<file path="src/hdl/blsq_pkg.sv">
// shared types and constants for the banded least-squares line solver
// no dependencies; imported by blsq_regs, blsq_dp, blsq_ctrl and the core module
`default_nettype none

package blsq_pkg;

  // default sizes of the stores
  localparam int MAX_SOURCE_DEF = 4096;
  localparam int MAX_DEST_DEF   = 4096;
  localparam int MAX_TAPS_DEF   = 16;
  localparam int MAX_BAND_DEF   = 8;

  // port and datapath widths fixed by the item format
  localparam int DATA_W  = 32;
  localparam int POS_W   = 13;
  localparam int IDX_W   = 12;
  localparam int TAPP_W  = 4;
  localparam int FUNC_W  = 3;
  localparam int SPAN_W  = 14;
  localparam int ACC_W   = 72;
  localparam int PROD_W  = 104;
  localparam int PROD2_W = 64;
  localparam int CFG_AW  = 4;
  localparam int CFG_DW  = 32;
  localparam int BANDP_W = 4;

  // rounding shifts of the two finish modes
  localparam int SH_LONG  = 56;
  localparam int SH_SHORT = 28;

  // register reset values
  localparam int SRC_RESET  = 4096;
  localparam int DEST_RESET = 1;
  localparam int BAND_RESET = 5;

  localparam logic [1:0] REG_SOURCE = 2'd0;
  localparam logic [1:0] REG_DEST   = 2'd1;
  localparam logic [1:0] REG_BAND   = 2'd2;

  localparam logic KIND_DONE = 1'b0;
  localparam logic KIND_READ = 1'b1;

  localparam logic signed [DATA_W-1:0] ONE_Q28 = 32'sh1000_0000;

  typedef enum logic [FUNC_W-1:0] {
    FN_SAMPLE, FN_WINDOW, FN_WEIGHT, FN_LOWER, FN_UPPER, FN_INVDIAG, FN_SOLVE, FN_READ
  } func_t;

  typedef enum logic [1:0] {TK_WS, TK_LO, TK_UP, TK_ID} term_kind_t;

  typedef struct packed {
    logic       load;
    logic       acc_clr;
    logic       win_rd;
    logic       term_v;
    term_kind_t term_kind;
    logic       sol_rd;
    logic       fin_start;
    logic       fin_long;
  } dp_cmd_t;

  typedef struct packed {
    logic pipe_busy;
    logic fin_done;
  } dp_stat_t;

endpackage

`default_nettype wire

</file>
<file path="src/hdl/blsq_ctrl.sv">
// controller: item handshake, row sequencing of forward and backward passes, result beat
// depends on blsq_pkg
`default_nettype none

module blsq_ctrl #(
  parameter int MAX_SOURCE = blsq_pkg::MAX_SOURCE_DEF,
  parameter int MAX_DEST   = blsq_pkg::MAX_DEST_DEF,
  parameter int MAX_TAPS   = blsq_pkg::MAX_TAPS_DEF,
  parameter int MAX_BAND   = blsq_pkg::MAX_BAND_DEF
) (
  input  wire logic                                  clk,
  input  wire logic                                  rst_n,
  input  wire logic                                  in_valid,
  output logic                                       in_stall,
  input  wire logic [blsq_pkg::FUNC_W-1:0]           in_func,
  input  wire logic [blsq_pkg::IDX_W-1:0]            in_index,
  output logic                                       out_valid,
  input  wire logic                                  out_stall,
  output logic                                       out_kind,
  output logic      [blsq_pkg::IDX_W-1:0]            out_row,
  output logic signed [blsq_pkg::DATA_W-1:0]         out_result_value,
  input  wire logic [$clog2(MAX_SOURCE+1)-1:0]       source_count,
  input  wire logic [$clog2(MAX_DEST+1)-1:0]         dest_count,
  input  wire logic [$clog2(MAX_BAND+1)-1:0]         band,
  output blsq_pkg::dp_cmd_t                          cmd,
  input  wire blsq_pkg::dp_stat_t                    stat,
  input  wire logic [blsq_pkg::POS_W-1:0]            win_start,
  input  wire logic [blsq_pkg::POS_W-1:0]            win_end,
  input  wire logic [blsq_pkg::DATA_W-1:0]           sol_data,
  output logic      [$clog2(MAX_DEST)-1:0]           row_addr,
  output logic      [$clog2(MAX_TAPS)-1:0]           tap_addr,
  output logic      [((MAX_BAND>1)?$clog2(MAX_BAND):1)-1:0] dist_addr,
  output logic      [$clog2(MAX_SOURCE)-1:0]         src_addr,
  output logic      [$clog2(MAX_DEST)-1:0]           sol_addr
);
  import blsq_pkg::*;

  localparam int SRC_AW  = $clog2(MAX_SOURCE);
  localparam int DEST_AW = $clog2(MAX_DEST);
  localparam int TAP_W   = $clog2(MAX_TAPS);
  localparam int BAND_AW = (MAX_BAND > 1) ? $clog2(MAX_BAND) : 1;
  localparam int DEST_CW = $clog2(MAX_DEST+1);
  localparam int BAND_CW = $clog2(MAX_BAND+1);
  localparam int K_W     = $clog2(MAX_TAPS+1);

  typedef enum logic [3:0] {
    S_IDLE, S_RD_OUT, S_F_ROW, S_F_TAPS, S_F_LOW, S_F_DRAIN, S_F_FIN,
    S_B_ROW, S_B_UP, S_B_DRAIN, S_B_FIN, S_DONE
  } state_t;

  state_t             state_r, state_nxt;
  logic [DEST_AW-1:0] i_r, i_nxt;
  logic [K_W-1:0]     k_r, k_nxt;
  logic [BAND_CW-1:0] d_r, d_nxt, lim_r, lim_nxt;
  logic [DEST_CW-1:0] zero_from_r, zero_from_nxt, rem;
  logic [IDX_W-1:0]   rd_idx_r, rd_idx_nxt;
  logic               out_valid_r, out_valid_nxt, out_kind_r, out_kind_nxt;
  logic [IDX_W-1:0]   out_row_r, out_row_nxt;
  logic [DATA_W-1:0]  out_val_r, out_val_nxt;
  logic [SPAN_W-1:0]  s;
  logic               slot_free;

  assign s         = SPAN_W'(win_start) + SPAN_W'(k_r);
  assign slot_free = !out_valid_r || !out_stall;
  assign in_stall  = state_r != S_IDLE;
  assign rem       = DEST_CW'(32'(dest_count) - 32'(i_r) - 1);

  always_comb begin
    state_nxt     = state_r;
    i_nxt         = i_r;
    k_nxt         = k_r;
    d_nxt         = d_r;
    lim_nxt       = lim_r;
    zero_from_nxt = zero_from_r;
    rd_idx_nxt    = rd_idx_r;
    out_valid_nxt = out_valid_r && out_stall;
    out_kind_nxt  = out_kind_r;
    out_row_nxt   = out_row_r;
    out_val_nxt   = out_val_r;
    cmd           = '0;
    row_addr      = i_r;
    tap_addr      = TAP_W'(k_r);
    dist_addr     = BAND_AW'(d_r - BAND_CW'(1));
    src_addr      = SRC_AW'(s);
    sol_addr      = i_r;

    case (state_r)
      S_IDLE: begin
        if (in_valid) begin
          case (func_t'(in_func))
            FN_SOLVE: begin
              zero_from_nxt = dest_count;
              i_nxt         = '0;
              state_nxt     = (dest_count == '0) ? S_DONE : S_F_ROW;
            end
            FN_READ: begin
              rd_idx_nxt = in_index;
              sol_addr   = DEST_AW'(in_index);
              cmd.sol_rd = 1'b1;
              state_nxt  = S_RD_OUT;
            end
            default: cmd.load = 1'b1;
          endcase
        end
      end
      S_RD_OUT: begin
        if (slot_free) begin
          out_valid_nxt = 1'b1;
          out_kind_nxt  = KIND_READ;
          out_row_nxt   = rd_idx_r;
          // rows past the last solve's count read as zero
          out_val_nxt   = (32'(rd_idx_r) < MAX_DEST && 32'(rd_idx_r) < 32'(zero_from_r))
                          ? sol_data : '0;
          state_nxt     = S_IDLE;
        end
      end
      S_F_ROW: begin
        cmd.win_rd  = 1'b1;
        cmd.acc_clr = 1'b1;
        k_nxt       = '0;
        state_nxt   = S_F_TAPS;
      end
      S_F_TAPS: begin
        if (32'(k_r) < MAX_TAPS && s < SPAN_W'(win_end)) begin
          k_nxt = k_r + K_W'(1);
          if (32'(s) < 32'(source_count) && 32'(s) < MAX_SOURCE) begin
            cmd.term_v    = 1'b1;
            cmd.term_kind = TK_WS;
          end
        end else begin
          lim_nxt   = (32'(band) < 32'(i_r)) ? band : BAND_CW'(i_r);
          d_nxt     = BAND_CW'(1);
          state_nxt = S_F_LOW;
        end
      end
      S_F_LOW: begin
        if (d_r <= lim_r) begin
          cmd.term_v    = 1'b1;
          cmd.term_kind = TK_LO;
          sol_addr      = DEST_AW'(32'(i_r) - 32'(d_r));
          d_nxt         = d_r + BAND_CW'(1);
        end else begin
          state_nxt = S_F_DRAIN;
        end
      end
      S_F_DRAIN: begin
        if (!stat.pipe_busy) begin
          cmd.fin_start = 1'b1;
          cmd.fin_long  = 1'b1;
          state_nxt     = S_F_FIN;
        end
      end
      S_F_FIN: begin
        if (stat.fin_done) begin
          if (32'(i_r) + 1 < 32'(dest_count)) begin
            i_nxt     = i_r + DEST_AW'(1);
            state_nxt = S_F_ROW;
          end else begin
            state_nxt = S_B_ROW;
          end
        end
      end
      S_B_ROW: begin
        if (rem == '0) begin
          // last row keeps its forward value
          if (i_r == '0) begin
            state_nxt = S_DONE;
          end else begin
            i_nxt = i_r - DEST_AW'(1);
          end
        end else begin
          lim_nxt       = (32'(rem) > 32'(band)) ? band : BAND_CW'(rem);
          d_nxt         = BAND_CW'(1);
          cmd.acc_clr   = 1'b1;
          cmd.term_v    = 1'b1;
          cmd.term_kind = TK_ID;
          state_nxt     = S_B_UP;
        end
      end
      S_B_UP: begin
        if (d_r <= lim_r) begin
          cmd.term_v    = 1'b1;
          cmd.term_kind = TK_UP;
          sol_addr      = DEST_AW'(32'(i_r) + 32'(d_r));
          d_nxt         = d_r + BAND_CW'(1);
        end else begin
          state_nxt = S_B_DRAIN;
        end
      end
      S_B_DRAIN: begin
        if (!stat.pipe_busy) begin
          cmd.fin_start = 1'b1;
          state_nxt     = S_B_FIN;
        end
      end
      S_B_FIN: begin
        if (stat.fin_done) begin
          if (i_r == '0) begin
            state_nxt = S_DONE;
          end else begin
            i_nxt     = i_r - DEST_AW'(1);
            state_nxt = S_B_ROW;
          end
        end
      end
      S_DONE: begin
        if (slot_free) begin
          out_valid_nxt = 1'b1;
          out_kind_nxt  = KIND_DONE;
          out_row_nxt   = '0;
          out_val_nxt   = '0;
          state_nxt     = S_IDLE;
        end
      end
      default: state_nxt = S_IDLE;
    endcase
  end

  always_ff @(posedge clk) begin
    if (!rst_n) begin
      state_r     <= S_IDLE;
      out_valid_r <= 1'b0;
      zero_from_r <= DEST_CW'(MAX_DEST);
    end else begin
      state_r     <= state_nxt;
      out_valid_r <= out_valid_nxt;
      zero_from_r <= zero_from_nxt;
    end
    i_r        <= i_nxt;
    k_r        <= k_nxt;
    d_r        <= d_nxt;
    lim_r      <= lim_nxt;
    rd_idx_r   <= rd_idx_nxt;
    out_kind_r <= out_kind_nxt;
    out_row_r  <= out_row_nxt;
    out_val_r  <= out_val_nxt;
  end

  assign out_valid        = out_valid_r;
  assign out_kind         = out_kind_r;
  assign out_row          = out_row_r;
  assign out_result_value = out_val_r;

endmodule

`default_nettype wire

</file>
<file path="config.mk">
export PLATFORM = sky130hd
export DESIGN_NAME = blsq_ctrl
export DESIGN_NICKNAME = d
export VERILOG_FILES = /design/src/hdl/blsq_pkg.sv /design/src/hdl/blsq_ctrl.sv
export SDC_FILE = /design/constraint.sdc
export NUM_CORES = 1
export LEC_CHECK = 0
export ABC_CLOCK_PERIOD_IN_PS = 6000
export BUFFER_PORTS_ARGS = -buffer_cell sky130_fd_sc_hd__buf_2
export CAP_MARGIN = 20
export CELL_PAD_IN_SITES_DETAIL_PLACEMENT = 1
export CELL_PAD_IN_SITES_GLOBAL_PLACEMENT = 1
export CORE_MARGIN = 2
export CORE_UTILIZATION = 44
export DETAILED_ROUTE_END_ITERATION = 12
export GPL_TIMING_DRIVEN = 0
export PLACE_DENSITY = 0.88
export SYNTH_ARGS = -nofsm -noshare
export SYNTH_HDL_FRONTEND = slang
export SYNTH_SLANG_ARGS = --single-unit
</file>
<file path="constraint.sdc">
create_clock -name clk -period 6 [get_ports clk]
set_clock_uncertainty 0.05 [all_clocks]
set_input_delay 0 -clock clk [delete_from_list [all_inputs] [get_ports clk]]
set_output_delay 0 -clock clk [all_outputs]
set_load 0.02 [all_outputs]
</file>
Yosys cells after proc, flatten, opt, wreduce, memory -nomap -nowiden
Cells that the tools add are included.
- bits in registers: 100
- input port bits: 109
- output and inout port bits: 99
- logic and storage cells: 161
- multiplexer cells: 71
- reductions and logical operators: 27
- $lt $le $gt $ge: 9
- eq/ne operators: 32
- $add $sub $neg: 11
- operators by type and width (kind ; number):
    2-to-1 mux 12 bit ; 13
    2-to-1 mux 32 bit ; 3
    2-to-1 mux 4 bit ; 20
    one-hot mux 32 bit (2 select lines) ; 1
    one-hot mux 12 bit (4 select lines) ; 1
    one-hot mux 4 bit (11 select lines) ; 1
    one-hot mux 12 bit (3 select lines) ; 1
    < comparator 14 x 13 -> 1 bit ; 2
    != test 2 bit (second input constant) ; 14
    zero test 13 bit ; 2
    one-hot mux 12 bit (2 select lines) ; 1
    2-to-1 mux 3 bit ; 6
    equality test 4 x 3 -> 1 bit (second input constant) ; 4
    equality test 4 bit (second input constant) ; 4
    one-hot mux 4 bit (2 select lines) ; 2
    adder 13 x 5 -> 14 bit ; 1
    < comparator 14 x 13 -> 1 bit (second input constant) ; 1
    2-to-1 mux 1 bit ; 14
    adder 12 x 1 -> 13 bit (second input constant) ; 1
    > comparator 13 x 4 -> 1 bit ; 1
    < comparator 12 x 13 -> 1 bit ; 1
    < comparator 13 bit ; 1
    subtractor 13 x 12 -> 13 bit ; 1
    subtractor 13 x 2 -> 13 bit (second input constant) ; 1
    36 further kinds ; 53

Longest topological paths before layout
Gate-level depths: netlist (run 1).
- depth in word-level cells: 6
- depth in mapped cells: 16
- depth with buffers taken out: 16

Worst setup path after synthesis (run 1)
OpenSTA, ideal clock, no wires.
- kind: flip-flop to flip-flop
- start: reg i_r[4] (netlist: row_addr[4])
- end: reg i_r[0] (netlist: row_addr[0]) (enable)
- library setup time: 399 ps
- cell stages (with the launch flop): 13
- required time: 5551 ps
- buffers on the path: 3
- data arrival time: 3835 ps
- clock period less this slack: 4285 ps
- setup slack: 1715 ps
- cell sequence: edfxtp_1 clkbuf_1 buf_1 inv_1 ha_1 buf_2 o31a_1 a311o_1 nor4_2 nand4_1 nor2_2 a21o_4 nor3b_1
- longest elaborated chain between the ends: 5
- elaborated cells on any way between the ends: 8
- classes of those cells: 3 x add/sub; 1 x order compare; 2 x eq/ne; 2 x reduce/logical
- ends and longest elaborated chain (what ; RTL line ; source):
    from (decl) ; blsq_ctrl.sv:52 ; logic [DEST_AW-1:0] i_r, i_nxt;
    from (signal assigned) ; blsq_ctrl.sv:229 ; i_r <= i_nxt;
    subtractor 13 x 12 -> 13 bit ; blsq_ctrl.sv:66 ; assign rem = DEST_CW'(32'(dest_count) - 32'(i_r) - 1);
    subtractor 13 x 2 -> 13 bit ; blsq_ctrl.sv:66 ;
    zero test 13 bit ; blsq_ctrl.sv:164 ; if (rem == '0) begin
    != test 2 bit (no line) ; - ;
    AND reduction 7 bit (no line) (*) ; - ;
Mark *: on every way between the ends. The rest lies on a longest branch, timed or not.
A chain may end at the register's enable or synchronous reset.

Worst setup path after layout (run 1)
Same ends and word-level chain as after synthesis.

==> results of run 1 <==
==> kinds of logic (layout without fill, tap and decap cells) <==
kind of cell / after synthesis / count (layout) / share of synthesized area
flip-flops: 100 / 100 / 0.3408
AO/OA/AOI/OAI: 226 / 226 / 0.1825
XOR/XNOR: 50 / 50 / 0.05378
buffers and inverters: 160 / 432 / 0.07583
AND/OR/NAND/NOR: 314 / 314 / 0.1843
multiplexers: 1 / 1 / 0.001209
adder cells (fa/ha/maj): 104 / 104 / 0.1616
==> layer usage <==
| metal | part of all wire | vias to the layer above | routed length, um |
|---|---|---|---|
| li1 | - | 3903 | - |
| met1 | 0.38 | 4174 | 12190 |
| met2 | 0.50 | 428 | 16170 |
| met3 | 0.067 | 128 | 2179 |
| met4 | 0.057 | 2 | 1857 |
| met5 | 0.00025 | - | 8 |
==> state kept, by name, summed over array words and instances (netlist names) <==
signal and cells:
lim_r 4, out_valid 1, row_addr 12, state_r 4
rd_idx_r 12, k_r 5, d_r 4, zero_from_r 13
out_kind 1, out_result_value 32, out_row 12
==> where the power goes <==
group | leakage (nW) | internal (mW) | total [mW] | switching [mW]
clock | 0.152 | 0.302 | 0.641 | 0.339
sequential | 0.900 | 0.902 | 0.995 | 0.0935
combinational | 3.84 | 0.690 | 1.96 | 1.27
total | 4.89 | 1.89 | 3.60 | 1.70
==> critical path: cells and delay by family (launching register included) <==
kind	cells	cell delay [ps]
buf+inv	3	990
simple gates	3	1320
compound gates	5	1290
flops	1	400
fa+ha+maj	1	310
==> Yosys cell counts (3+ instances only) <==
library cell	instances
xnor2_1	35
ha_1	99
a21o_1	22
nand3_1	22
a211oi_1	7
a21oi_1	69
o31ai_1	3
nor4_1	10
o211a_1	3
a2bb2oi_1	4
or2_2	5
nand4_1	10
or3_1	5
a31oi_1	14
nand2b_1	12
xor2_1	14
o2111ai_1	3
a221oi_1	4
edfxtp_1	82
o21a_1	6
nor3b_1	3
inv_1	129
a211o_1	5
and2_1	18
clkbuf_1	18
a22oi_1	6
o21bai_1	6
buf_4	4
nor2_1	116
nor2b_1	8
nor3_1	17
and3_1	8
fa_1	5
nand2_1	66
o21ai_0	36
a221o_1	4
o211ai_1	3
dfxtp_1	18
buf_2	4
==> layout make-up <==
class	instances	area share
multi-input cells	695	0.4641
clock inverters	7	0.008504
plain buffers	29	0.01306
flip-flops and latches	100	0.2702
inverters	131	0.04707
well taps	234	0.02803
repair buffers	256	0.1474
clock buffers	9	0.02156
==> how the worst max path moves through the flow <==
stage | from | to | cells after the start
after floorplan | row_addr[4]$_SDFFCE_PN0P_ | row_addr[0]$_SDFFCE_PN0P_ | 12
after global placement | row_addr[4]$_SDFFCE_PN0P_ | row_addr[10]$_SDFFCE_PN0P_ | 12
after detailed placement | row_addr[4]$_SDFFCE_PN0P_ | row_addr[8]$_SDFFCE_PN0P_ | 12
after CTS | row_addr[4]$_SDFFCE_PN0P_ | row_addr[0]$_SDFFCE_PN0P_ | 12
after global routing | row_addr[4]$_SDFFCE_PN0P_ | row_addr[0]$_SDFFCE_PN0P_ | 12
final | row_addr[4]$_SDFFCE_PN0P_ | row_addr[0]$_SDFFCE_PN0P_ | 12
==> repair_timing <==
item,CTS,global route
hold buffers,47,0
endpoints found under the hold margin,48,0
buffers inserted,0,0
==> results.toml, run 1 <==
[placement]
gp_congestion = 0.9530
io_buffers = 207
pre_cts_ws_ps = 1353
placed_area_um2 = 9648
place_inst = 1397
hpwl_um = 22240

[layout]
n_antenna_cell = 0
n_fill_cell = 2251
mostFrequentLayoutCells = "buf_2 (211), inv_1 (129), nor2_1 (116), ha_1 (99), edfxtp_1 (82)"
post-route-util = 0.5622
nets = 1435
seq_area_um2 = 2823
multiInputGateArea_um2 = 4848
final_area_um2 = 10450
final_cells = 1461
layout_commonest_cell = "buf_2"
drive_above_1_share = 0.2095
syn_to_final_growth_pct = 26.12

[detailed_routing]
routedWlPerCell_um = 22.18
drt_wl_total_um = 32410
remaining_drc_errors = 0
drt_iter0_markers = 712
drt_pass1_iterations = 5
ant_nets = 0
viasPerCell = 5.910
via_count = 8635

[sta]
rsz0062_at_grt = "no"
setup_viol = 0
fin_crit_sh = 0.7924
tightest_slew_ps = 966.1
setup_ws_ps = 1245
finalSetupTns_ps = 0
holdWs_ps = 7.975
relSlewSlack = 0.3531
hold_violations = 0
period_needed_ps = 4755
slew_viol_final = 0
max_freq_mhz = 210.3

[clock_tree]
cts_tree = "built"
cts-resized-gates = 0
cts.clk_slew.worst_paths_ps = 90
clockBufferDepth = 2
htreeDepth = 3
insertion_delay_ps = 380
clock_sinks = 100
cts-buffers-inserted = 9
cts_root_buf = "clkbuf_16"

[yosys]
syn-num-nets = 1168
synth-main-ff-cell = "edfxtp_1"
ys_seq_elements = 100
synth_warnings = 0
synth_top_cell_by_area = "edfxtp_1"
synthCells = 955
synthTopCellsByArea = "edfxtp_1 (30%), ha_1 (15%), inv_1 (5.8%)"
yosysTopAreaCellShare = 0.2973
postSynthAreaPerCell_um2 = 8.673
synth_cell_types = 77
syn_area_um2 = 8283
synth_edf_count = 82
ys_async_sr_fraction = 0
yosysSeqAreaShare = 0.3408

[floorplan]
start_util = 0.4458
core_area_um2 = 18580
ios = 208
fp.dieH_um = 141.2
die-area_um2 = 19940
row_count = 50
die_x_um = 141.2

[pwr]
power.density_nw_per_um2 = 344.2
irDropWorstVdd_v = 0.0001477
totalPowerFinal_mw = 3.595
cellLeakagePower_nw = 4.888

[global_route]
busiest_layer = "met2"
grt_use_met3 = 0.05469
grtUsageTotal = 0.3220
antenna_found_initial = 1
grt_pass1_vias = 9184
grt_max_degree = 31
grt_pass1_wl_um = 49910
grt.overflow.total = 0
grtUsageMet1 = 0.3571
use_met2 = 0.5800

[critical_path]
startpoint_type = "flip-flop"
worstReg2RegEnd = "row_addr[0]$_SDFFCE_PN0P_"
path_class = "reg2reg"
cp.arrival_ps = 4700
r2r_start = "row_addr[4]$_SDFFCE_PN0P_"
r2r_cells = 12
worstPathMaxFanout = 12
end_kind = "flip-flop"
cp.required_ps = 5950
cp_slowest_cell = "nor3b_2"
path_cells = "clkbuf_1 > buf_1 > inv_1 > ha_1 > a211oi_1 > nand2_1 > o211ai_2 > o2111a_1 > o311ai_1 > nor2_2 > a21o_4 > nor3b_2"
r2r_slack_ps = 1250
cpPeakStageDelay_ps = 790

[min_path]
min_to = "zero_from_r[4]$_SDFFE_PN0P_"
hold_depth = 5
worstHoldStart = "dest_count[4]"
hold_class = "in2reg"

[run]
drv_cap = 0

[status]
status = "finished, final reports clean"
Note: power is estimated with default switching activity, not from simulation.
==> inputs of run 2 (changes only) <==
Settings changed: ABC_CLOCK_PERIOD_IN_PS 6000 to 4300, CORE_UTILIZATION 44 to 37, PLACE_DENSITY 0.88 to 0.79.
Clock period 6 ns to 4.3 ns, I/O delays scaled along.
==> run 2 against run 1 <==
Net effect:
- sequential power rose by 39%
- highest routed layer is now met4
- hold slack better by 37 ps
- clock-buffer cell count stayed put
- global-route usage is 7.8 points lower
- combinational power is 39% higher
- via count shrank 4.8%
- largest cell class unchanged
==> results.toml, run 2 (synthesis gave the netlist of run 1 again) <==
[pwr]
totalPowerFinal_mw = 4.957
cellLeakagePower_nw = 4.934
p_seq_frac = 0.279
clockPowerShare = 0.173
irDropWorstVdd_v = 0.0002302
p_int_mw = 2.652
power.density_nw_per_um2 = 468.8
p_comb_frac = 0.548
power_switching_mw = 2.304
switching_share = 0.4649

[global_route]
grt.overflow.total = 0
grt_pass1_vias = 8503
grt_max_degree = 32
grt_pass1_wl_um = 45900
antenna_found_initial = 1
grtUsageTotal = 0.2437

[floorplan]
ios = 208
fp.dieH_um = 153.6
die-area_um2 = 23600
die_x_um = 153.6
row_count = 54
core_area_um2 = 21890
start_util = 0.3784

[detailed_routing]
drt_pass1_iterations = 5
drt_wl_total_um = 29080
remaining_drc_errors = 0
routedWlPerCell_um = 19.18
drt_iter0_markers = 412
via_count = 8220
ant_nets = 0
viasPerCell = 5.422

[critical_path]
r2r_cells = 14
r2r_start = "state_r[2]$_SDFFE_PN0P_"
r2r_slack_ps = 370
cp.arrival_ps = 3960
worstReg2RegEnd = "row_addr[11]$_SDFFCE_PN0P_"
worstPathMaxFanout = 5
cp-startpoint = "k_r[0]$_SDFFCE_PN0P_"
endpoint = "cmd[5]"
startpoint_type = "flip-flop"
end_kind = "primary output"
cp.required_ps = 4250
path_class = "reg2out"

[status]
status = "finished, final reports clean"

[clock_tree]
htreeDepth = 3
cts_root_buf = "clkbuf_16"
insertion_delay_ps = 370
cts-buffers-inserted = 9
clockBufferDepth = 2
cts.clk_slew.worst_paths_ps = 80
clock_sinks = 100
cts_tree = "built"

[sta]
holdWs_ps = 45.04
setup_ws_ps = 291.5
relSlewSlack = 0.4474
hold_violations = 0
max_freq_mhz = 249.5
slew_viol_final = 0
rsz0062_at_grt = "no"
tightest_slew_ps = 827.1
fin_crit_sh = 0.9322
period_needed_ps = 4008
setup_viol = 0

[placement]
gp_congestion = 0.8821
hpwl_um = 22060
pre_cts_ws_ps = -96.80
placed_area_um2 = 9717
io_buffers = 207

[min_path]
hold_depth = 5
hold_class = "in2reg"
worstHoldStart = "dest_count[7]"

[layout]
n_antenna_cell = 0
multiInputGateArea_um2 = 4860
nets = 1444
mostFrequentLayoutCells = "buf_2 (211), inv_1 (129), nor2_1 (115), ha_1 (99), edfxtp_1 (82)"
final_area_um2 = 10570
n_fill_cell = 2672
largest_register_ffs = 32
drive_above_1_share = 0.2176
syn_to_final_growth_pct = 27.64
layout_commonest_cell = "buf_2"
seq_area_um2 = 2823

[run]
drv_cap = 0
==> run 2: cell types whose count changed in the layout (fill, tap and decap cells not counted), sizes merged <==
cell | before | now
buf | 219 | 227
clkinv | 6 | 5
dlygate4sd3 | 47 | 48
inv | 132 | 133
==> run 2: routing by layer <==
| metal | track usage | up-vias | wire length (um) |
|---|---|---|---|
| met5 | 0 | - | 0 |
| met2 | 0.4444 | 268 | 14670 |
| met4 | 0.08082 | 0 | 723 |
| li1 | - | 3919 | - |
| met3 | 0.03805 | 46 | 1576 |
| met1 | 0.2919 | 3987 | 12110 |
==> run 2: worst min-delay path by stage <==
stage                                        endpoint  slack [ps]
after floorplan                                cmd[0]          40
after global placement         rd_idx_r[10]$_DFFE_PP_         140
after detailed placement        rd_idx_r[4]$_DFFE_PP_         150
after CTS                 zero_from_r[5]$_SDFFE_PN0P_          30
after global routing      zero_from_r[4]$_SDFFE_PN0P_          80
final                     zero_from_r[7]$_SDFFE_PN0P_          50
==> run 2: stage by stage <==
step | std cells | TNS [ps] | util
6_report | 1516 | 0 | 0.4830
5_1_grt | 1516 | 0 | 0.4830
4_1_cts | 1508 | 0 | 0.4797
3_5_place_dp | 1444 | -96.80 | 0.4439
3_3_place_gp | 1442 | -29300 | 0.4417
2_1_floorplan | 955 | 0 | -
==> run 2: worst max-delay path: stages (launching register included) <==
cell	delay (ps)
edfxtp_1	470
ha_1	250
fa_1	410
a21o_1	190
a21oi_1	210
o21bai_1	160
nand2_1	110
xnor2_1	200
ha_1	310
and3_1	190
a221oi_1	270
o21a_1	160
o221a_2	260
o211ai_1	120
nand3_1	90
buf_2	180
==> run 2: cell type report <==
cell class | instances | share of cell area
Clock buffer | 9 | 0.02130
Clock inverter | 7 | 0.007219
Timing Repair Buffer | 265 | 0.1521
Tap cell | 280 | 0.03314
Multi-Input combinational cell | 695 | 0.4596
Inverter | 131 | 0.04651
Sequential cell | 100 | 0.2670
Buffer | 29 | 0.01314
==> run 2: power groups by stage <==
stage / Clock (mW) / Combinational [mW] / Sequential (mW)
after floorplan: 0 / 1.65 / 1.50
after global placement: 0 / 2.50 / 1.40
after global routing: 0.895 / 2.97 / 1.40
after CTS: 0.859 / 2.67 / 1.38
final: 0.857 / 2.72 / 1.38
after detailed placement: 0 / 2.61 / 1.40
==> run 2: timing repair <==
action,4_1_cts,5_1_grt
setup endpoints to repair,2,33
hold endpoints to repair,49,0
gates resized for setup,1,5
hold buffers,48,0
gates cloned,0,0
setup buffers,0,8
pin swaps,0,2
