[config.mk]
export PLATFORM = sky130hd
export DESIGN_NAME = blsq_regs
export DESIGN_NICKNAME = d
export VERILOG_FILES = /design/src/hdl/blsq_pkg.sv /design/src/hdl/blsq_regs.sv
export SDC_FILE = /design/constraint.sdc
export NUM_CORES = 1
export LEC_CHECK = 0
export BUFFER_PORTS_ARGS = -buffer_cell sky130_fd_sc_hd__buf_4
export CORE_MARGIN = 2
export CORE_UTILIZATION = 44
export CTS_CLUSTER_SIZE = 14
export DETAILED_ROUTE_END_ITERATION = 10
export PLACE_DENSITY_LB_ADDON = 0.25
export SLEW_MARGIN = 20
export SYNTH_ARGS = -nofsm -noshare
export SYNTH_HDL_FRONTEND = slang
export SYNTH_SLANG_ARGS = --single-unit
[constraint.sdc]
create_clock -name clk -period 3.1 [get_ports clk]
set_clock_uncertainty 0.2 [all_clocks]
set_input_delay 0.465 -clock clk [delete_from_list [all_inputs] [get_ports clk]]
set_output_delay 0.465 -clock clk [all_outputs]
set_load 0.03 [all_outputs]
[src/hdl/blsq_pkg.sv]
// shared types and constants for the banded least-squares line solver
// no dependencies; imported by blsq_regs, blsq_dp, blsq_ctrl and the core module
`default_nettype none

package blsq_pkg;

  // default sizes of the stores
  localparam int MAX_SOURCE_DEF = 4096;
  localparam int MAX_DEST_DEF   = 4096;
  localparam int MAX_TAPS_DEF   = 16;
  localparam int MAX_BAND_DEF   = 8;

  // port and datapath widths fixed by the item format
  localparam int DATA_W  = 32;
  localparam int POS_W   = 13;
  localparam int IDX_W   = 12;
  localparam int TAPP_W  = 4;
  localparam int FUNC_W  = 3;
  localparam int SPAN_W  = 14;
  localparam int ACC_W   = 72;
  localparam int PROD_W  = 104;
  localparam int PROD2_W = 64;
  localparam int CFG_AW  = 4;
  localparam int CFG_DW  = 32;
  localparam int BANDP_W = 4;

  // rounding shifts of the two finish modes
  localparam int SH_LONG  = 56;
  localparam int SH_SHORT = 28;

  // register reset values
  localparam int SRC_RESET  = 4096;
  localparam int DEST_RESET = 1;
  localparam int BAND_RESET = 5;

  localparam logic [1:0] REG_SOURCE = 2'd0;
  localparam logic [1:0] REG_DEST   = 2'd1;
  localparam logic [1:0] REG_BAND   = 2'd2;

  localparam logic KIND_DONE = 1'b0;
  localparam logic KIND_READ = 1'b1;

  localparam logic signed [DATA_W-1:0] ONE_Q28 = 32'sh1000_0000;

  typedef enum logic [FUNC_W-1:0] {
    FN_SAMPLE, FN_WINDOW, FN_WEIGHT, FN_LOWER, FN_UPPER, FN_INVDIAG, FN_SOLVE, FN_READ
  } func_t;

  typedef enum logic [1:0] {TK_WS, TK_LO, TK_UP, TK_ID} term_kind_t;

  typedef struct packed {
    logic       load;
    logic       acc_clr;
    logic       win_rd;
    logic       term_v;
    term_kind_t term_kind;
    logic       sol_rd;
    logic       fin_start;
    logic       fin_long;
  } dp_cmd_t;

  typedef struct packed {
    logic pipe_busy;
    logic fin_done;
  } dp_stat_t;

endpackage

`default_nettype wire

[src/hdl/blsq_regs.sv]
// configuration registers behind the apb-style port
// depends on blsq_pkg
`default_nettype none

module blsq_regs #(
  parameter int MAX_SOURCE = blsq_pkg::MAX_SOURCE_DEF,
  parameter int MAX_DEST   = blsq_pkg::MAX_DEST_DEF,
  parameter int MAX_BAND   = blsq_pkg::MAX_BAND_DEF
) (
  input  wire logic                              clk,
  input  wire logic                              rst_n,
  input  wire logic                              psel,
  input  wire logic                              penable,
  input  wire logic                              pwrite,
  input  wire logic [blsq_pkg::CFG_AW-1:0]       paddr,
  input  wire logic [blsq_pkg::CFG_DW-1:0]       pwdata,
  output logic      [blsq_pkg::CFG_DW-1:0]       prdata,
  output logic                                   pready,
  output logic      [$clog2(MAX_SOURCE+1)-1:0]   source_count,
  output logic      [$clog2(MAX_DEST+1)-1:0]     dest_count,
  output logic      [$clog2(MAX_BAND+1)-1:0]     band
);
  import blsq_pkg::*;

  localparam int SRC_CW  = $clog2(MAX_SOURCE+1);
  localparam int DEST_CW = $clog2(MAX_DEST+1);
  localparam int BAND_CW = $clog2(MAX_BAND+1);

  logic [SRC_CW-1:0]  src_r;
  logic [DEST_CW-1:0] dest_r;
  logic [BAND_CW-1:0] band_r;
  logic [POS_W-1:0]   wv;
  logic [BANDP_W-1:0] bv;
  logic [1:0]         regsel;
  logic               wr;

  assign wv     = pwdata[POS_W-1:0];
  assign bv     = pwdata[BANDP_W-1:0];
  assign regsel = paddr[CFG_AW-1:2];
  assign wr     = psel && penable && pwrite && pready;
  assign pready = 1'b1;

  always_ff @(posedge clk) begin
    if (!rst_n) begin
      src_r  <= SRC_CW'((SRC_RESET > MAX_SOURCE) ? MAX_SOURCE : SRC_RESET);
      dest_r <= DEST_CW'((DEST_RESET > MAX_DEST) ? MAX_DEST : DEST_RESET);
      band_r <= BAND_CW'((BAND_RESET > MAX_BAND) ? MAX_BAND : BAND_RESET);
    end else if (wr) begin
      case (regsel)
        REG_SOURCE: src_r  <= (32'(wv) > MAX_SOURCE) ? SRC_CW'(MAX_SOURCE) : SRC_CW'(wv);
        REG_DEST:   dest_r <= (32'(wv) > MAX_DEST) ? DEST_CW'(MAX_DEST) : DEST_CW'(wv);
        REG_BAND:   band_r <= (32'(bv) > MAX_BAND) ? BAND_CW'(MAX_BAND) : BAND_CW'(bv);
        default: ;
      endcase
    end
  end

  always_comb begin
    case (regsel)
      REG_SOURCE: prdata = CFG_DW'(src_r);
      REG_DEST:   prdata = CFG_DW'(dest_r);
      REG_BAND:   prdata = CFG_DW'(band_r);
      default:    prdata = '0;
    endcase
  end

  assign source_count = src_r;
  assign dest_count   = dest_r;
  assign band         = band_r;

endmodule

`default_nettype wire

=== Yosys cells after proc, flatten, opt, wreduce, memory -nomap -nowiden ===
Cells that the tools add are included.

* Register bits: 30
* Bits of input ports: 41
* Output and inout port bits: 63
* Word-level logic and storage cells: 16

* Magnitude comparators: 2
* Equal/unequal tests: 2
* Multiplexer cells: 3
* Reductions and logical operators: 6

{| class="wikitable"
|+ Operator list
! operator !! number
|-
| case mux 13 bit (3 select lines) || 1
|-
| greater-than comparator 13 bit, second input constant || 1
|-
| 2-to-1 mux 13 bit || 1
|-
| AND reduction 2 bit || 3
|-
| greater-than comparator 4 bit, second input constant || 1
|-
| 2-to-1 mux 4 bit || 1
|-
| equality test 2 x 1 -> 1 bit, second input constant || 1
|-
| equality test 2 bit, second input constant || 1
|-
| logical AND 1 bit || 2
|-
| logical NOT 2 bit || 1
|}

=== Depth between registers and ports, before layout ===
Gate-level depths: netlist of the first run.

* Depth after elaboration: 3
* Gate-level depth with buffers: 5
* Gate-level depth less buffers: 3

=== Worst setup path after synthesis of the first run ===
Ideal clock, no wire load.

* Path kind: input-to-output
* Start: input paddr[2] in the netlist's numbering
* End: output prdata[0] in the netlist's numbering
* Arrival: 1.719 ns
* Required time: 2.435 ns
* Path slack: 0.716 ns
* Stages: 4
* Buffers on the path: 2
* Cell sequence: buf_2 buf_2 mux2i_1 o21ai_0

* Cells in the longest elaborated chain, start to end: 2
* Elaborated cells between the ends (all ways): 4

{| class="wikitable"
|+ RTL lines
! item !! RTL line !! RTL
|-
| start: declaration || blsq_regs.sv:15 || <nowiki>input wire logic [blsq_pkg::CFG_AW-1:0] paddr,</nowiki>
|-
| equality test 2 bit (tied with other cells) || blsq_regs.sv:59 || <nowiki>case (regsel)</nowiki>
|-
| case mux 13 bit (3 select lines) (*) || blsq_regs.sv:59 ||
|-
| end: declaration || blsq_regs.sv:17 || <nowiki>output logic [blsq_pkg::CFG_DW-1:0] prdata,</nowiki>
|}

Every way passes the cells marked *; elsewhere a longest branch is shown, timed or not.

=== Worst setup path after layout of the first run ===
* Start: input paddr[3] in the netlist's numbering
* End: output prdata[2] in the netlist's numbering

Same word-level chain as after synthesis.

==> results of run 1 <==
-- power breakdown --
group | leakage, nW | switching, mW | internal (mW)
clock network | 0.0302 | 0.119 | 0.102
registers | 0.242 | 0.00281 | 0.389
logic | 0.684 | 0.0858 | 0.0371
total | 0.956 | 0.208 | 0.528
-- worst reg2reg max path, stage by stage, from the launching register on --
cell and delay (ns):
dfxtp_1 0.38, nand2_1 0.07, mux2i_1 0.16
-- flip-flops by register name, indices dropped and copies added, names as in the netlist --
name / cells
band: 4
dest_count: 13
source_count: 13
-- cell families after synthesis --
| family | share of synthesized area, % |
|---|---|
| muxes | 14.6 |
| AOI/OAI and AO/OA | 16.1 |
| buffers and inverters | 14.2 |
| other | 0.497 |
| DFF | 39.8 |
| and+or+nand+nor | 14.9 |
-- stage by stage --
step / setup WS (ns) / cell area [µm²]
2_1_floorplan: 0.716 / 1580
3_3_place_gp: 1.05 / 1900
3_5_place_dp: 1.06 / 1900
4_1_cts: 1.10 / 1950
5_1_grt: 1.03 / 1950
6_report: 1.12 / 1950
-- cells in the final DEF (no fill, tap or decap), types with 2 or more instances in the layout --
master and count:
o311ai_1 3, nand2b_1 3, o21ai_0 7, o211ai_1 2
o21ai_1 2, mux2i_1 22, dfxtp_1 30, nand3b_1 5
a32o_1 15, nand2_1 15, nor2_1 9, inv_1 3
conb_1 20, buf_4 62, clkbuf_4 5, or2_1 2
-- per-layer routing --
metal | vias to the layer above | share of wire (%) | GRT usage (%)
met5 | - | 0 | 0
met4 | 0 | 0.90 | 5.83
met3 | 4 | 7.6 | 6.85
met2 | 62 | 48 | 29.8
met1 | 617 | 44 | 23.5
li1 | 642 | - | -
-- layout make-up --
| cell class | instances | area, µm² |
|---|---|---|
| Fill cell | 306 | 1360 |
| Clock buffer | 6 | 51.3 |
| Sequential cell | 30 | 601 |
| Timing Repair Buffer | 62 | 465 |
| Tap cell | 46 | 57.6 |
| Multi-Input combinational cell | 111 | 763 |
| Inverter | 4 | 15.0 |
-- final timing paths --
kind	startpoint	to	slack, ns	cells past startpoint
setup / recovery	paddr[3]	prdata[2]	1.12	5
hold reg to reg	source_count[8]	source_count[8]	0.29	2
setup reg to reg	dest_count[12]	dest_count[12]	2.21	2
hold / removal	pwdata[1]	dest_count[1]	0.17	2
==> results.md, run 1 <==
* Number of H-tree levels at 2
* Io pins at 104
* Fmax at 505 MHz
* Critical path's largest stage delay at 0.28 ns
* Area Growth Syn to Fin at 29.3%
* Final TNS setup at 0 ns
* Avg Inst Size Synth at 9.68 µm²
* Post-synth EDFFs at 0
* Most instantiated library cell after synthesis: dfxtp_1
* Share of cells above drive strength 1 at 33.8%
* Power Dens Cells at 377 nW/µm²
* Req. time, crit path at 2.43 ns
* Seq/Total Area, Yosys at 39.8%
* Die W at 62.6 µm
* CTS tree: yes
* Total Die Area at 3920 µm²
* N_diodes at 0
* Hold Crit Class: in -> reg
* Post-synth ARST share at 0%
* Leading area contributor after synthesis: dfxtp_1
* CP delay by family, top: buffers and inverters
* 1st-iter DRT viols at 40
* Clock latency on the worst-skew pair at 0.32 ns
* Kind of critical path: in -> out
* Max VDD drop at 0.225 mV
* Gate Count Post-Synth at 156
* Synth top area cells: dfxtp_1 40%, mux2i_1 15%, buf_4 10%, a32o_1 9.9%, nand2_1 3.7%
* Worst Path Max Fanout at 17
* Final min period at 1.98 ns
* Bufs on Longest Clock Path at 2
* Final Non-Filler Cells at 259
* Largest net degree at the start of global routing at 39
* Global-route wire length before repair at 5730 µm
* Slowest-stage cell, CP: nor2b_1
* DRT antenna net count at 0
* Num Clock Sinks at 30
* Total routed wirelength at 3670 µm
* IO buf count at 62
* DP Wirelength at 2580 µm
* Number of global-route vias before repair at 1150
* Site row count at 21
* Mapped cell area at 1510 µm²
* RD Place Congestion at 0.760
* Core Area at 3310 µm²
* Outcome: finished clean
* Total GRT Usage at 18.7%
* Placed instance count at 253
* Hold buffers post-CTS at 0
* Remaining DRCs at 0
* Resized Gates After CTS at 0
* Clock Tree Root: clkbuf_4
* Worst slew pin tran at 0.653 ns
* WP data arrival at 1.32 ns
* Top post-synthesis cells by count: 30 x dfxtp_1, 22 x mux2i_1, 21 x buf_4, 15 x a32o_1, 15 x nand2_1
* Startpoint Class: primary input
* Final Power at 0.736 mW
* Worst-path clk slew at 0.09 ns
* Yosys cell types at 25
* Worst rel slew slack at 56.2%
* Finished Core Util at 59.0%
* Drt first pass iters at 4
* Initial core utilization at 45.6%
* Max_cap viols at 0
* Main synth FF type: dfxtp_1
* Yosys warnings at 0
* Register bit total from synthesis at 30
* Worst Path Buf+Inv at 2
* Antenna violations before repair at 0
* Hold Fails Final Rpt at 0
* Via Count at 1325
* Avg WL per Cell at 14.2 µm
* CP most frequent cell: buf_4
* Final setup vio count at 0
* RSZ-0062 raised after global routing: no
* Total CTS buffers at 5
* Final period util at 63.9%
* Final hold slack at 0.171 ns
* Leakage at 0.956 nW
* Crit path capture type: output pin
* Fin nets at 255
* Max-slew violations at 0
* Vias/cell at 5.12
* Post-CTS repair timing setup buffer count at 0
* Top cell type's share of synthesized area at 39.8%
* Die height at 62.6 µm
* Global route overflow at 0
* Crit-path cells: buf_4 > nor2b_1 > nand2_1 > o21ai_0 > buf_4
Power figures use the tool's default switching activity.
==> inputs of run 2 (changes only) <==
--- a/config.mk
+++ b/config.mk
@@ -7,7 +7,7 @@
 export LEC_CHECK = 0
 export BUFFER_PORTS_ARGS = -buffer_cell sky130_fd_sc_hd__buf_4
 export CORE_MARGIN = 2
-export CORE_UTILIZATION = 44
+export CORE_UTILIZATION = 41
 export CTS_CLUSTER_SIZE = 14
 export DETAILED_ROUTE_END_ITERATION = 10
 export PLACE_DENSITY_LB_ADDON = 0.25
==> constraint.sdc (replaced) <==
create_clock -name clk -period 2.1 [get_ports clk]
set_clock_uncertainty 0.2 [all_clocks]
set_input_delay 0.315 -clock clk [delete_from_list [all_inputs] [get_ports clk]]
set_output_delay 0.315 -clock clk [all_outputs]
set_load 0.03 [all_outputs]
==> results.md, run 2 (synthesis gave the netlist of run 1 again) <==
* Final min period at 1.71 ns
* Placed Area at 1940 µm² (was 1900 µm²)
* Critical path's largest stage delay at 0.31 ns (was 0.28 ns)
* Clock latency on the worst-skew pair at 0.27 ns (was 0.32 ns)
* Placed instance count at 260 (was 253)
* Hold buffers post-CTS at 0 (unchanged)
* Hold Crit Endpoint: source_count[0] (was dest_count[1])
* Site row count at 22 (was 21)
* Fmax at 583 MHz
* R2R cell count at 1 (was 2)
* Global Route met3 Usage at 4.51% (was 6.85%)
* Area Growth Syn to Fin at 35.9% (was 29.3%)
* Final period util at 81.6%
* Clock Tree Root: clkbuf_8 (was clkbuf_4)
* Startpoint Class: primary input (unchanged)
* Leakage at 1.00 nW (was 0.956 nW)
* Hold Fails Final Rpt at 0 (unchanged)
* Kind of critical path: in -> out (unchanged)
* Total CTS buffers at 5 (unchanged)
* Slowest-stage cell, CP: nor2b_1 (unchanged)
* Total GRT Usage at 17.6% (was 18.7%)
* Avg WL per Cell at 13.5 µm (was 14.2 µm)
* HP Start: pwdata[0] (was pwdata[1])
* Die W at 64.7 µm (was 62.6 µm)
* Global-route wire length before repair at 5640 µm (was 5730 µm)
* RSZ-0062 raised after global routing: no (unchanged)
* Max-slew violations at 0 (unchanged)
* Worst rel slew slack at 59.2% (was 56.2%)
* Grt met1 use at 22.3% (was 23.5%)
* Most frequent cells in the layout: 67 x buf_4, 30 x dfxtp_1, 22 x mux2i_1 (was 62 x buf_4, 30 x dfxtp_1, 22 x mux2i_1)
* IO buf count at 62 (unchanged)
* N_diodes at 0 (unchanged)
* CTS tree: yes (unchanged)
* Resized Gates After CTS at 0 (unchanged)
* Via Count at 1305 (was 1325)
* Hold Crit Class: in -> reg (unchanged)
* Crit path capture type: output pin (unchanged)
* Vias/cell at 4.87 (was 5.12)
* Worst R2R End: source_count[5] (was dest_count[12])
* Final TNS setup at 0 ns (unchanged)
* Fin nets at 260 (was 255)
* WP data arrival at 1.20 ns (was 1.32 ns)
* Finished Core Util at 56.9% (was 59.0%)
* CP most frequent cell: buf_4 (unchanged)
* Final Non-Filler Cells at 268 (was 259)
* Final setup vio count at 0 (unchanged)
* Total routed wirelength at 3610 µm (was 3670 µm)
* Number of global-route vias before repair at 1162 (was 1150)
* Commonest non-fill, non-tap cell in the layout: buf_4 (unchanged)
* Req. time, crit path at 1.58 ns (was 2.43 ns)
* Max VDD drop at 0.331 mV (was 0.225 mV)
* Antenna violations before repair at 0 (unchanged)
* 1st-iter DRT viols at 36 (was 40)
* Worst-path clk slew at 0.07 ns (was 0.09 ns)
* Worst slew pin tran at 0.613 ns (was 0.653 ns)
* Share of cells above drive strength 1 at 35.5% (was 33.8%)
* Crit-path cells: buf_4 > nor2b_1 > nand2_1 > o21ai_0 > buf_4 (unchanged)
* Max_cap viols at 0 (unchanged)
* GR peak layer: met2 (unchanged)
* Worst reg2reg setup slack at 1.24 ns (was 2.21 ns)
* Drt first pass iters at 4 (unchanged)
* Num Clock Sinks at 30 (unchanged)
* Fin worst setup slack at 0.386 ns (was 1.12 ns)
* Post-route cell area at 2050 µm² (was 1950 µm²)
* Worst R2R Start: source_count[5] (was dest_count[12])
* Power Dens Cells at 649 nW/µm² (was 377 nW/µm²)
* Total Die Area at 4180 µm² (was 3920 µm²)
* Worst Path Max Fanout at 17 (unchanged)
* Worst hold path cell count at 2 (unchanged)
* Core Area at 3610 µm² (was 3310 µm²)
* Remaining DRCs at 0 (unchanged)
* RD Place Congestion at 0.747 (was 0.760)
* Met2 GRT Util at 28.8% (was 29.8%)
* Worst slack at placement at 0.227 ns (was 1.06 ns)
* DRT antenna net count at 0 (unchanged)
* Largest net degree at the start of global routing at 38 (was 39)
* Outcome: finished clean (unchanged)
* Io pins at 104 (unchanged)
* DP Wirelength at 2550 µm (was 2580 µm)
* Final hold slack at 0.0528 ns (was 0.171 ns)
* Die height at 64.7 µm (was 62.6 µm)
* Global route overflow at 0 (unchanged)
* Number of H-tree levels at 2 (unchanged)
* Bufs on Longest Clock Path at 2 (unchanged)
* Post-CTS repair timing setup buffer count at 0 (unchanged)
* Initial core utilization at 41.9% (was 45.6%)
* Final Power at 1.33 mW (was 0.736 mW)
[run 2: cell types whose count changed in the layout (fill, tap and decap cells not counted), sizes merged]
cell      change
clkinvlp      +1
buf           +5
bufinv        +1
[run 2: layout make-up]
class / instances / area, µm²
Tap cell: 48 / 60.1
Fill cell: 347 / 1550
Sequential cell: 30 / 601
Multi-Input combinational cell: 111 / 763
Clock inverter: 2 / 37.5
Inverter: 4 / 15.0
Timing Repair Buffer: 67 / 503
Clock buffer: 6 / 72.6
[run 2: metal layers]
layer,wire length [µm],vias to the layer above
li1,-,648
met1,1650,597
met2,1680,52
met3,226,8
met4,56,0
met5,0,-
[run 2: power by group]
group	total [mW]	switching [mW]	internal (mW)	leakage, nW
clock	0.569	0.215	0.353	0.0514
sequential	0.579	0.00413	0.574	0.242
combinational	0.185	0.127	0.0580	0.707
total	1.33	0.347	0.986	1.00
[run 2: worst max-delay path by stage]
| stage | start | end | slack (ns) |
|---|---|---|---|
| global route | paddr[3] | prdata[3] | 0.30 |
| floorplan | paddr[2] | prdata[0] | 0.02 |
| detailed placement | paddr[3] | dest_count[3] | 0.23 |
| finish | paddr[3] | prdata[3] | 0.39 |
| global placement | paddr[3] | dest_count[3] | 0.23 |
| CTS | paddr[2] | prdata[2] | 0.38 |
[run 2: critical path: cells and delay by family]
kind	cells	cell delay [ns]
buffers and inverters	2	0.40
and+or+nand+nor	2	0.41
AOI/OAI and AO/OA	1	0.08
==> inputs of run 3 (changes only) <==
--- a/config.mk
+++ b/config.mk
@@ -5,9 +5,10 @@
 export SDC_FILE = /design/constraint.sdc
 export NUM_CORES = 1
 export LEC_CHECK = 0
+export ABC_AREA = 1
 export BUFFER_PORTS_ARGS = -buffer_cell sky130_fd_sc_hd__buf_4
 export CORE_MARGIN = 2
-export CORE_UTILIZATION = 41
+export CORE_UTILIZATION = 40
 export CTS_CLUSTER_SIZE = 14
 export DETAILED_ROUTE_END_ITERATION = 10
 export PLACE_DENSITY_LB_ADDON = 0.25
==> constraint.sdc (replaced) <==
create_clock -name clk -period 1.7 [get_ports clk]
set_clock_uncertainty 0.2 [all_clocks]
set_input_delay 0.255 -clock clk [delete_from_list [all_inputs] [get_ports clk]]
set_output_delay 0.255 -clock clk [all_outputs]
set_load 0.03 [all_outputs]
==> results.md, run 3 <==
* Outcome: finished clean (unchanged)
* Power Internal at 1.01 mW (was 0.986 mW)
* Num Clock Sinks at 30 (unchanged)
* Placed Area at 1900 µm² (was 1940 µm²)
* Largest net degree at the start of global routing at 27 (was 38)
* Clock latency on the worst-skew pair at 0.33 ns (was 0.27 ns)
* Total GRT Usage at 18.9% (was 17.6%)
* Most instantiated library cell after synthesis: nand2_1 (was dfxtp_1)
* Final period util at 97.0%
* Register area at 601 µm² (unchanged)
* Final min period at 1.65 ns
* Final setup vio count at 0 (unchanged)
* Number of global-route vias before repair at 1380 (was 1162)
* Commonest non-fill, non-tap cell in the layout: buf_4 (unchanged)
* Fmax at 606 MHz
* Avg Inst Size Synth at 7.71 µm² (was 9.68 µm²)
* Clock Tree Root: clkbuf_4 (was clkbuf_8)
* N_diodes at 0 (unchanged)
* WP data arrival at 1.71 ns (was 1.20 ns)
* Post-synthesis mux area share at 0% (was 14.6%)
* Io pins at 104 (unchanged)
* CTS tree: yes (unchanged)
* Yosys warnings at 0 (unchanged)
* Initial core utilization at 42.6% (was 41.9%)
* Worst-path clk slew at 0.09 ns (was 0.07 ns)
* Simple-gate share of the synthesized area at 17.1% (was 14.9%)
* Max_cap viols at 0 (unchanged)
* Net Sw Power at 0.445 mW (was 0.347 mW)
* Hold Fails Final Rpt at 0 (unchanged)
* Area share of fa/ha/maj cells after synthesis at 0% (unchanged)
* Largest family of logic cells by synthesized area: compound AO/OA/AOI/OAI gates (unchanged)
* Bufs on Longest Clock Path at 2 (unchanged)
* Register bit total from synthesis at 30 (unchanged)
* Antenna violations before repair at 0 (unchanged)
* Main synth FF type: dfxtp_1 (unchanged)
* Final TNS setup at 0 ns (unchanged)
* Leading area contributor after synthesis: dfxtp_1 (unchanged)
* 1st-iter DRT viols at 47 (was 36)
* Gate power share at 19.8% (was 13.9%)
* Global-route wire length before repair at 6160 µm (was 5640 µm)
* Total routed wirelength at 3820 µm (was 3610 µm)
* Finished Core Util at 59.7% (was 56.9%)
* Most frequent cells in the layout: 70 x buf_4, 36 x nand2_1, 30 x dfxtp_1 (was 67 x buf_4, 30 x dfxtp_1, 22 x mux2i_1)
* Fillers at 338 (was 347)
* Post-route cell area at 2040 µm² (was 2050 µm²)
* Clk pwr share at 30.3% (was 42.7%)
* Total CTS buffers at 5 (unchanged)
* Top post-synthesis cells by count: 36 x nand2_1, 30 x dfxtp_1, 26 x o21ai_0, 25 x a21oi_1, 21 x buf_4 (was 30 x dfxtp_1, 22 x mux2i_1, 21 x buf_4, 15 x a32o_1, 15 x nand2_1)
* Avg WL per Cell at 12.4 µm (was 13.5 µm)
* Req. time, crit path at 1.76 ns (was 1.58 ns)
* Drt first pass iters at 4 (unchanged)
* Post-synthesis compound-gate area fraction at 25.2% (was 16.1%)
* Worst reg2reg setup slack at 0.75 ns (was 1.24 ns)
* Leakage at 0.979 nW (was 1.00 nW)
* Post-synth ARST share at 0% (unchanged)
* Final hold slack at 0.0172 ns (was 0.0528 ns)
* Net switching fraction of the power at 30.5% (was 26.0%)
* Yosys cell types at 22 (was 25)
* Seq/Total Area, Yosys at 41.2% (was 39.8%)
* Remaining DRCs at 0 (unchanged)
* Total Die Area at 4140 µm² (was 4180 µm²)
* Startpoint Class: primary input (unchanged)
* Crit path capture type: register (was output pin)
* DRT antenna net count at 0 (unchanged)
* Power Dens Cells at 715 nW/µm² (was 649 nW/µm²)
* Max-slew violations at 0 (unchanged)
* Area Growth Syn to Fin at 40.0% (was 35.9%)
* Synth top area cells: dfxtp_1 41%, buf_4 11%, nand2_1 9.3%, o21ai_0 8.9%, a21oi_1 8.6% (was dfxtp_1 40%, mux2i_1 15%, buf_4 10%, a32o_1 9.9%, nand2_1 3.7%)
* Via Count at 1475 (was 1305)
* IO buf count at 62 (unchanged)
* Gate Count Post-Synth at 189 (was 156)
* Post-CTS repair timing setup buffer count at 0 (unchanged)
* Post-Synth XOR/XNOR Area at 0% (unchanged)
* Post-synth EDFFs at 0 (unchanged)
* Hold Crit Class: in -> reg (unchanged)
* DP Wirelength at 2710 µm (was 2550 µm)
* Core Area at 3420 µm² (was 3610 µm²)
* RD Place Congestion at 0.782 (was 0.747)
* Worst Path Max Fanout at 6 (was 17)
* Global route overflow at 0 (unchanged)
* Mapped cell area at 1460 µm² (was 1510 µm²)
* Vias/cell at 4.77 (was 4.87)
* Share of cells above drive strength 1 at 33.1% (was 35.5%)
* Max VDD drop at 0.455 mV (was 0.331 mV)
* Die height at 64.3 µm (was 64.7 µm)
* RSZ-0062 raised after global routing: yes (was no)
* Multi-input logic area at 706 µm² (was 763 µm²)
* Die W at 64.3 µm (was 64.7 µm)
* Fin nets at 303 (was 260)
* Seq pwr share at 50.0% (was 43.4%)
* Kind of critical path: in -> reg (was in -> out)
* Site row count at 21 (was 22)
* Top cell type's share of synthesized area at 41.2% (was 39.8%)
* Number of H-tree levels at 2 (unchanged)
[run 3: cell type report]
type / instances / area share [%]
flip-flops and latches: 30 / 29.4
inverters: 8 / 1.47
well taps: 46 / 2.82
repair buffers: 76 / 28.7
clock inverters: 1 / 0.245
clock buffers: 7 / 2.70
multi-input cells: 141 / 34.6
[run 3: kinds of logic (layout without fill, tap and decap cells)]
| family | after synthesis | count (layout) |
|---|---|---|
| compound gates | 64 | 64 |
| buf+inv | 37 | 92 |
| flops | 30 | 30 |
| other cells | 2 | 20 |
| simple gates | 56 | 57 |
[run 3: worst max-delay path, cell delays in order]
cell,delay (ns)
dlygate4sd3_1,0.54
buf_4,0.15
nor2_1,0.09
nand2_1,0.07
nor2_1,0.09
nand2_1,0.12
nand2_2,0.17
nand2_1,0.09
a21oi_1,0.13
[run 3: path summary, 6_finish.rpt]
kind | cells past startpoint | from | to
setup / recovery | 9 | pwdata[0] | source_count[1]
hold / removal | 3 | pwdata[11] | dest_count[11]
setup reg to reg | 2 | dest_count[2] | dest_count[2]
hold reg to reg | 2 | band[1] | band[1]
[run 3: per-stage QoR]
| stage | worst slack (ns) | cells | power, mW |
|---|---|---|---|
| finish | 0.0502 | 309 | 1.46 |
| global route | -0.0298 | 309 | 1.53 |
| CTS | 0.0259 | 307 | 1.47 |
| detailed placement | 0.129 | 294 | 1.02 |
| global placement | 0.136 | 294 | 1.02 |
| floorplan | 0.129 | 207 | 0.954 |
[run 3: routing by layer]
metal  global-route usage (%)  vias up  part of all wire [%]
met5                        0        -                     0
met2                     32.2       54                    47
met4                     5.59        0                   1.3
li1                         -      741                     -
met1                     23.0      675                    45
met3                     5.63        5                   6.8
[run 3: repair_timing]
item	in CTS	in global routing
hold endpoints to repair	5	2
gates resized for setup	0	2
hold buffers	5	1
setup endpoints to repair	0	23
[run 3: power groups by stage]
stage | logic, mW | clock network [mW] | registers, mW
final | 0.288 | 0.441 | 0.729
after detailed placement | 0.276 | 0 | 0.745
after CTS | 0.284 | 0.453 | 0.729
after global placement | 0.274 | 0 | 0.745
after global routing | 0.310 | 0.493 | 0.731
after floorplan | 0.181 | 0 | 0.773
